<file path="src/rtl/lzsd_pkg.sv">
// ----------------------------------------------------------------------------
// lzsd_pkg
// Shared types and constants for the LZSS stream decompressor: parse phases,
// status codes, and the command/status bundles between control and datapath.
// ----------------------------------------------------------------------------
package lzsd_pkg;

    localparam int WINDOW = 4096;
    localparam int HADDR_W = $clog2(WINDOW);
    localparam int COUNT_W = 24;

    typedef enum logic [1:0] {
        PH_FLAG = 2'd0,
        PH_ITEM = 2'd1,
        PH_PAIR = 2'd2
    } phase_t;

    typedef enum logic [2:0] {
        ST_RUN      = 3'd0,
        ST_OK       = 3'd1,
        ST_OVERFLOW = 3'd2,
        ST_MISMATCH = 3'd3,
        ST_BADDIST  = 3'd4
    } status_t;

    typedef struct packed {
        logic accept;
        logic load_flags;
        logic store_low;
        logic use_flag;
        logic fail_ovf;
        logic fail_bad;
        logic start_copy;
        logic mem_rd;
        logic emit_lit;
        logic emit_copy;
        logic emit_status;
        logic emit_fill;
        logic run_last;
        logic clear_block;
    } cmd_t;

    typedef struct packed {
        logic failed;
        logic phase_pair;
        logic item_ok;
        logic flag_bit;
        logic ovf;
        logic bad_dist;
        logic item_last;
        logic copy_done;
        logic copy_end;
        logic out_free;
    } sts_t;

endpackage

</file>
<file path="src/rtl/lzsd_ctrl.sv">
// ----------------------------------------------------------------------------
// lzsd_ctrl
// Parser/sequencer state machine. Decodes one compressed byte per item and
// steps copy runs one byte at a time through the history read port.
// ----------------------------------------------------------------------------
module lzsd_ctrl (
    input  logic            clk,
    input  logic            rst_n,
    input  logic            in_valid,
    output logic            in_stall,
    input  lzsd_pkg::sts_t  sts,
    output lzsd_pkg::cmd_t  cmd
);
    import lzsd_pkg::*;

    typedef enum logic [5:0] {
        S_IDLE    = 6'b000001,
        S_DECODE  = 6'b000010,
        S_COPY_RD = 6'b000100,
        S_COPY_WR = 6'b001000,
        S_FINAL   = 6'b010000,
        S_FILL    = 6'b100000
    } state_t;

    state_t state_reg;
    state_t state_next;
    state_t no_emit_state;
    state_t done_state;

    assign in_stall      = (state_reg != S_IDLE);
    assign no_emit_state = sts.item_last ? S_FINAL : S_FILL;
    assign done_state    = sts.item_last ? S_FINAL : S_IDLE;

    always_comb
    begin
        cmd        = '0;
        state_next = state_reg;
        case (state_reg)
            S_IDLE:
            begin
                if (in_valid)
                begin
                    cmd.accept = 1'b1;
                    state_next = S_DECODE;
                end
            end
            S_DECODE:
            begin
                if (sts.out_free)
                begin
                    if (sts.failed)
                    begin
                        state_next = no_emit_state;
                    end
                    else if (sts.phase_pair)
                    begin
                        cmd.use_flag = 1'b1;
                        if (sts.ovf)
                        begin
                            cmd.fail_ovf = 1'b1;
                            state_next   = no_emit_state;
                        end
                        else if (sts.bad_dist)
                        begin
                            cmd.fail_bad = 1'b1;
                            state_next   = no_emit_state;
                        end
                        else
                        begin
                            cmd.start_copy = 1'b1;
                            state_next     = S_COPY_RD;
                        end
                    end
                    else if (sts.item_ok)
                    begin
                        if (sts.flag_bit)
                        begin
                            cmd.use_flag = 1'b1;
                            if (sts.ovf)
                            begin
                                cmd.fail_ovf = 1'b1;
                                state_next   = no_emit_state;
                            end
                            else
                            begin
                                cmd.emit_lit = 1'b1;
                                cmd.run_last = ~sts.item_last;
                                state_next   = done_state;
                            end
                        end
                        else
                        begin
                            cmd.store_low = 1'b1;
                            state_next    = no_emit_state;
                        end
                    end
                    else
                    begin
                        cmd.load_flags = 1'b1;
                        state_next     = no_emit_state;
                    end
                end
            end
            S_COPY_RD:
            begin
                if (sts.copy_done)
                begin
                    state_next = done_state;
                end
                else if (sts.ovf)
                begin
                    cmd.fail_ovf = 1'b1;
                    state_next   = done_state;
                end
                else
                begin
                    cmd.mem_rd = 1'b1;
                    state_next = S_COPY_WR;
                end
            end
            S_COPY_WR:
            begin
                if (sts.out_free)
                begin
                    cmd.emit_copy = 1'b1;
                    cmd.run_last  = ~sts.item_last & sts.copy_end;
                    state_next    = S_COPY_RD;
                end
            end
            S_FINAL:
            begin
                if (sts.out_free)
                begin
                    cmd.emit_status = 1'b1;
                    cmd.run_last    = 1'b1;
                    cmd.clear_block = 1'b1;
                    state_next      = S_IDLE;
                end
            end
            S_FILL:
            begin
                if (sts.out_free)
                begin
                    cmd.emit_fill = 1'b1;
                    cmd.run_last  = 1'b1;
                    state_next    = S_IDLE;
                end
            end
            default:
            begin
                state_next = S_IDLE;
            end
        endcase
    end

    always_ff @(posedge clk or negedge rst_n)
    begin
        if (!rst_n)
        begin
            state_reg <= S_IDLE;
        end
        else
        begin
            state_reg <= state_next;
        end
    end

endmodule

</file>
<file path="config.mk">
export PLATFORM = sky130hd
export DESIGN_NAME = lzsd_ctrl
export DESIGN_NICKNAME = d
export VERILOG_FILES = /design/src/rtl/lzsd_pkg.sv /design/src/rtl/lzsd_ctrl.sv
export SDC_FILE = /design/constraint.sdc
export NUM_CORES = 1
export LEC_CHECK = 0
export ABC_AREA = 0
export BUFFER_PORTS_ARGS = -buffer_cell sky130_fd_sc_hd__buf_2
export CAP_MARGIN = 20
export CORE_UTILIZATION = 47
export CTS_CLUSTER_DIAMETER = 40
export DETAILED_ROUTE_END_ITERATION = 10
export PLACE_DENSITY = 0.78
export REMOVE_ABC_BUFFERS = 1
export SETUP_SLACK_MARGIN = 0.1
export SYNTH_ARGS = -nofsm -noshare
export SYNTH_HDL_FRONTEND = slang
export SYNTH_SLANG_ARGS = --single-unit
</file>
<file path="constraint.sdc">
create_clock -name clk -period 2.3 [get_ports clk]
set_input_delay 0.23 -clock clk [delete_from_list [all_inputs] [get_ports clk]]
set_output_delay 0.23 -clock clk [all_outputs]
set_load 0.03 [all_outputs]
</file>
* After elaboration in Yosys (flattened, before gate mapping)
Index checks and enable logic that the tools add are counted.
** Cells by class
- Muxes and demuxes :: 58
- Reduce and logical (&&, ||, !) cells :: 2
- Equality and inequality tests :: 11
- Bitwise gates (word level) :: 2
** Operators with widths (count)
- $mux 6 :: 15
- $pmux 6 s5 :: 1
- $mux 1 :: 29
- $mux 2 :: 7
- $mux 5 :: 2
- $eq 6x1->1 const B :: 1
- $eq 6x2->1 const B :: 1
- $eq 6x3->1 const B :: 1
- $eq 6x4->1 const B :: 1
- $eq 6x5->1 const B :: 1
- $eq 6x6->1 const B :: 1
- $mux 3 :: 2
- $ne 2x2->1 const B :: 3
- $ne 6x1->1 const B :: 1
- $pmux 1 s4 :: 1
- $reduce_and 4->1 :: 1
- $ne 2x1->1 const B :: 1
- $pmux 1 s2 :: 1
- $reduce_or 2->1 :: 1
- $and 1x1->1 :: 1
- $not 1->1 :: 1
** Word-level totals
- Register bits :: 6
- Input bits :: 13
- Output and inout port bits :: 15

* Logic depth before layout (Yosys ltp)
Gate-level depths: netlist of the first run.
- Depth after elaboration :: 8
- Gate-level depth with buffers :: 5
- Gate-level depth less buffers :: 4

* Least setup slack after synthesis of the first run
OpenSTA, ideal clock, no wires.
- Path type :: reg-to-output
- From :: reg state_reg[5]
- To :: out cmd[12] (netlist bit)
- Required time :: 2.070 ns
- Arrival time :: 2.034 ns
- Cell stages (with the launch flop) :: 5
- Path buffers :: 1
- Path slack :: 0.036 ns
- Cell sequence :: dfrtp_1 -> buf_6 -> nor4_4 -> nand3_2 -> nor4_1
** RTL lines
- from (decl) :: RTL line lzsd_ctrl.sv:25 : state_t state_reg;
- from (signal assigned) :: RTL line lzsd_ctrl.sv:164 : state_reg <= state_next;
- to (decl) :: RTL line lzsd_ctrl.sv:12 : output lzsd_pkg::cmd_t cmd

==> results of run 1 <==
-- per-layer routing --
metal | GRT usage, % | up-vias
met2 | 40.5 | 28
met5 | 0 | -
met4 | 5.00 | 0
li1 | - | 360
met1 | 29.0 | 326
met3 | 6.67 | 0
-- cell type report --
type	instances	area share [%]
inverter	3	1.27
tap	15	2.12
sequential	6	17.5
clock buffer	4	2.96
timing repair buffer	33	20.6
multi-input combinational	67	55.6
-- how the worst max path moves through the flow --
| stage | to | slack, ps |
|---|---|---|
| after floorplan | cmd[12] | 40 |
| after global placement | cmd[11] | 470 |
| after detailed placement | cmd[11] | 380 |
| after CTS | cmd[11] | 100 |
| after global routing | cmd[11] | 110 |
| final | cmd[11] | 240 |
-- cell usage after synthesis (2+ instances only) --
cell / n
buf_6: 3
o21ai_0: 4
and4bb_1: 2
a21oi_1: 3
nor2_1: 13
xor2_1: 2
nor3_1: 2
o21a_1: 2
nand2_1: 6
inv_1: 3
nor4_1: 2
o21bai_1: 2
nor2b_1: 3
buf_2: 2
and3b_1: 2
dfrtp_1: 5
nand3_1: 3
nor4b_1: 2
-- metrics by stage --
step	area (um^2)	worst slack (ps)	hold WS [ps]	std cells	total power, uW
2_1_floorplan	642	37.8	-65.6	76	502
3_3_place_gp	803	474	51.6	119	606
3_5_place_dp	803	383	56.0	119	613
4_1_cts	840	101	293	124	724
5_1_grt	887	110	298	128	815
6_report	887	243	287	128	757
-- cell families (layout without fill, tap and decap cells) --
logic type      count (synthesis)  count (layout)  synth area share (%)
simple gates                   48              48                  46.0
compound gates                 15              15                  17.0
buf+inv                         9              40                  9.03
flops                           6               6                  21.8
xor+xnor                        2               2                  2.53
mux                             2               2                  3.61
-- power by group --
group	switching, uW	internal, uW
logic	242	196
clock network	39.2	65.8
registers	74.1	140
total	355	402
-- repair_timing --
item	in CTS	in global routing
buffers inserted	0	4
hold buffers	1	0
setup endpoints to repair	0	4
hold endpoints to repair	6	0
gates resized for setup	0	6
-- worst reg2reg max path: cells and delay by family (launching register included) --
family             cells  cell delay (ps)
DFF                    1              490
AOI/OAI and AO/OA      2              490
muxes                  1              330
and+or+nand+nor        1              420
==> impl_metrics.py, run 1 <==
metrics = {
    "run_status": {
        "outcome": "complete, no violations",
    },
    "floorplan": {
        "start_util_pct": 52.0,
        "die_y_um": 40.4,
        "die_x_um": 40.4,
        "core_um2": 1330,
        "rows": 13,
        "io_pins": 28,
        "dieArea_um2": 1630,
    },
    "timing": {
        "rsz0062_at_grt": "no",
        "period_needed_ps": 2060,
        "skew_ps": 3.91,
        "fin_crit_sh_pct": 89.4,
        "setup-tns-final_ps": 0,
        "drv_slew": 0,
        "finalSetupViolations": 0,
        "tightestPinTransition_ps": 489,
        "hold_viol_final": 0,
        "fmax_ghz": 0.486,
        "slew_headroom_pct": 67.2,
    },
    "routing": {
        "drt_first_pass_iters": 4,
        "totalWireLength_um": 1690,
        "wl_met1_um": 740,
        "viasPerCell": 5.58,
        "met2_length_um": 854,
        "drtAntennaViolNets": 0,
        "drt_iter0_markers": 9,
        "wl_met3_um": 91,
        "drcViolationCount": 0,
        "dr.max_layer_used": "met3",
        "vias": 714,
        "wire_per_inst_um": 13.2,
    },
    "power_and_ir_drop": {
        "p_per_area_nw_per_um2": 854,
        "vdd_ir_drop_max_v": 0.000513,
        "power_leakage_uw": 0.000430,
    },
    "critical_path": {
        "r2r-start": "state_reg[5]$_DFFE_PN0P_",
        "critPathMaxStageDelay_ps": 480,
        "r2r_slack_ps": 450,
        "startpoint": "state_reg[4]$_DFFE_PN0P_",
        "cp.depth": 5,
        "path_buf_inv": 1,
        "slowest_stage": "dfrtp_2",
        "r2r_end": "state_reg[5]$_DFFE_PN0P_",
        "critPathTopFamily": "simple AND/OR/NAND/NOR gates",
        "crit_type": "flip-flop to output pin",
        "r2r_cells": 4,
        "worst_ep_arrival_time_ps": 1830,
        "cp_data_required_time_ps": 2070,
        "worstPathCellList": "nor4_4 -> nand3_2 -> nor2_2 -> and4bb_1 -> buf_2",
        "cp_max_fo": 8,
        "startpoint_type": "flip-flop",
        "critPathCaptureType": "output pin",
    },
    "finish": {
        "multi_input_area_um2": 493,
        "final_util_pct": 66.5,
        "nets": 127,
        "seqCellArea_um2": 155,
        "layout_commonest_cell": "buf_2",
        "area_growth_pct": 28.0,
        "drive_gt1_share_pct": 43.4,
        "nFillCells": 122,
        "antennaDiodeCount": 0,
        "largest_reg_flops": 6,
        "layout_common_cells": "27 x buf_2, 12 x nor2_1, 6 x nand2_1, 5 x buf_4, 4 x o21ai_0",
    },
    "synthesis": {
        "yosys_most_used_dff": "dfrtp_1",
        "syn_area_um2": 693,
        "synth-edff-count": 0,
        "avgSynthCellArea_um2": 8.45,
        "ys_ff_latch": 6,
        "synth.distinct_cells": 39,
        "synth_area_leader_cell": "dfrtp_1",
        "ys_warn_count": 0,
        "synth.top_cell.area_share_pct": 18.1,
        "ys_seq_area_share_pct": 21.8,
        "syn_inst": 82,
        "synthTopCellsByArea": "dfrtp_1 18%, nor2_1 7.0%, buf_6 4.9%",
        "synthArstFlopShare_pct": 100,
    },
    "clock_tree": {
        "cts_buffer_depth": 2,
        "cts_tree": "built",
        "numCtsBuffers": 3,
        "cts_sinks": 6,
        "cts_root_buffer": "clkbuf_4",
        "clk_latency_ps": 240,
        "path_clk_slew_ps": 40,
        "cts-htree-levels": 1,
    },
    "worst_hold_path": {
        "hold_class": "input port to flip-flop",
        "hold_end": "state_reg[4]$_DFFE_PN0P_",
        "worstHoldPathCells": 3,
        "min-delay-start": "sts[3]",
    },
    "global_routing": {
        "antenna_found_initial": 0,
        "grt_pass1_wl_um": 2480,
        "grt_remaining_overflow": 0,
        "grt_max_degree": 11,
        "grt.total_usage_pct": 23.6,
        "grt_pass1_vias": 564,
    },
    "placement": {
        "port_buffers": 27,
        "hpwl_um": 1310,
        "place_congestion": 0.813,
    },
    "run": {
        "cap_violations": 0,
    },
}
Note: power is estimated with default switching activity, not from simulation.
==> run 2, diff against run 1 <==
--- a/config.mk
+++ b/config.mk
@@ -8,10 +8,10 @@
 export ABC_AREA = 0
 export BUFFER_PORTS_ARGS = -buffer_cell sky130_fd_sc_hd__buf_2
 export CAP_MARGIN = 20
-export CORE_UTILIZATION = 47
+export CORE_UTILIZATION = 40
 export CTS_CLUSTER_DIAMETER = 40
 export DETAILED_ROUTE_END_ITERATION = 10
-export PLACE_DENSITY = 0.78
+export PLACE_DENSITY = 0.68
 export REMOVE_ABC_BUFFERS = 1
 export SETUP_SLACK_MARGIN = 0.1
 export SYNTH_ARGS = -nofsm -noshare
==> impl_metrics.py, run 2 (same netlist as run 1, synthesis figures left out) <==
metrics = {
    "timing": {
        "finalSetupViolations": 0,
        "fmax_ghz": 0.498,
        "rsz0062_at_grt": "no",
        "drv_slew": 0,
        "skew_ps": 8.80,
        "fin_crit_sh_pct": 87.3,
        "hold_viol_final": 0,
        "tightestPinTransition_ps": 588,
        "hold_ws_ps": 286,
        "slew_headroom_pct": 60.6,
        "setup-tns-final_ps": 0,
        "period_needed_ps": 2010,
    },
    "finish": {
        "antennaDiodeCount": 0,
        "layout_common_cells": "27 x buf_2, 13 x nor2_1, 6 x nand2_1, 4 x o21ai_0, 4 x dfrtp_1",
        "area_growth_pct": 22.9,
        "drive_gt1_share_pct": 39.1,
        "layout_commonest_cell": "buf_2",
        "nets": 124,
        "largest_reg_flops": 6,
    },
    "global_routing": {
        "grt_pass1_vias": 657,
        "grt_remaining_overflow": 0,
        "grt.total_usage_pct": 20.2,
        "antenna_found_initial": 0,
        "grt_pass1_wl_um": 2910,
        "grt_max_degree": 11,
    },
    "placement": {
        "place_congestion": 0.785,
        "port_buffers": 27,
        "hpwl_um": 1360,
    },
    "floorplan": {
        "start_util_pct": 44.5,
        "dieArea_um2": 1900,
        "die_y_um": 43.6,
        "rows": 14,
        "io_pins": 28,
        "die_x_um": 43.6,
        "core_um2": 1560,
    },
    "critical_path": {
        "r2r-start": "state_reg[3]$_DFFE_PN0P_",
        "r2r_cells": 4,
        "r2r_slack_ps": 460,
        "cp_data_required_time_ps": 2070,
        "crit_type": "flip-flop to output pin",
        "worst_ep_arrival_time_ps": 1780,
        "critPathCaptureType": "output pin",
        "startpoint_type": "flip-flop",
        "r2r_end": "state_reg[5]$_DFFE_PN0P_",
        "cp_max_fo": 10,
    },
    "run_status": {
        "outcome": "finished with violations",
        "violations": "DRC",
    },
    "clock_tree": {
        "cts_tree": "built",
        "cts_root_buffer": "clkbuf_4",
        "cts_buffer_depth": 2,
        "cts-htree-levels": 1,
        "numCtsBuffers": 3,
        "path_clk_slew_ps": 50,
        "cts_sinks": 6,
        "clk_latency_ps": 240,
    },
    "routing": {
        "totalWireLength_um": 1720,
        "vias": 706,
        "wire_per_inst_um": 13.6,
        "drcViolationCount": 2,
        "drt_iter0_markers": 13,
        "drt_first_pass_iters": 7,
        "drtAntennaViolNets": 0,
        "viasPerCell": 5.60,
    },
    "power_and_ir_drop": {
        "sequentialPowerShare_pct": 28.0,
        "p_per_area_nw_per_um2": 868,
        "clkPwrFrac_pct": 14.1,
        "power_frac_comb_pct": 57.9,
        "power.switching_uw": 353,
        "power_leakage_uw": 0.000416,
        "internal-power_uw": 387,
        "swShare_pct": 47.7,
        "vdd_ir_drop_max_v": 0.000509,
    },
    "worst_hold_path": {
        "min-delay-start": "sts[3]",
        "worstHoldPathCells": 3,
        "hold_class": "input port to flip-flop",
        "hold_end": "state_reg[4]$_DFFE_PN0P_",
    },
    "run": {
        "cap_violations": 0,
    },
}
[run 2: cell count changes in the layout (fill, tap and decap cells not counted), sizes merged]
cell and change:
buf -3
[run 2: worst max path at each step]
stage                    to                      from  cells past startpoint  slack, ps
finish               cmd[9]  state_reg[3]$_DFFE_PN0P_                      5        290
floorplan           cmd[12]  state_reg[5]$_DFFE_PN0P_                      3         40
CTS                  cmd[9]  state_reg[5]$_DFFE_PN0P_                      5        140
detailed placement  cmd[11]  state_reg[5]$_DFFE_PN0P_                      5        420
global route         cmd[1]  state_reg[1]$_DFFE_PN0P_                      5        120
global placement     cmd[8]  state_reg[5]$_DFFE_PN0P_                      5        440
[run 2: power by group through the flow]
stage	sequential, uW	combinational (uW)	clock, uW
after floorplan	189	313	0
after global placement	204	403	0
after detailed placement	206	419	0
after CTS	206	423	105
after global routing	212	472	113
final	207	429	104
[run 2: metrics by stage]
| stage | util (%) | setup WS [ps] | power [uW] | instance area, um^2 | std cells |
|---|---|---|---|---|---|
| finish | 54.7 | 292 | 740 | 852 | 126 |
| global route | 54.7 | 117 | 796 | 852 | 126 |
| CTS | 53.9 | 144 | 734 | 841 | 125 |
| detailed placement | 51.6 | 416 | 625 | 805 | 120 |
| global placement | 51.6 | 443 | 607 | 805 | 120 |
| floorplan | - | 37.8 | 502 | 642 | 76 |
[run 2: worst max-delay path, cell delays in order, from the launching register on]
cell and delay (ps):
dfrtp_1 520, nor4_4 320, nand3_2 180, nor3_2 210, o21a_1 120, buf_2 180
[run 2: routing by layer]
metal	global-route usage, %	part of all wire (%)	vias up
met5	0	0	-
met4	5.00	0	0
met3	1.67	4.0	0
met2	34.0	49	26
met1	27.8	47	328
li1	-	-	352
[run 2: area by class of cell]
type	instances	area, um^2
flip-flops and latches	6	153
fillers	154	707
repair buffers	30	160
well taps	16	20.0
clock buffers	4	26.3
multi-input cells	67	482
inverters	3	11.3
[run 2: repair_timing]
action	CTS	global route
setup buffers	0	1
hold buffers	1	0
resized for setup	0	2
endpoints found under the setup margin	0	6
hold endpoints to repair	5	0
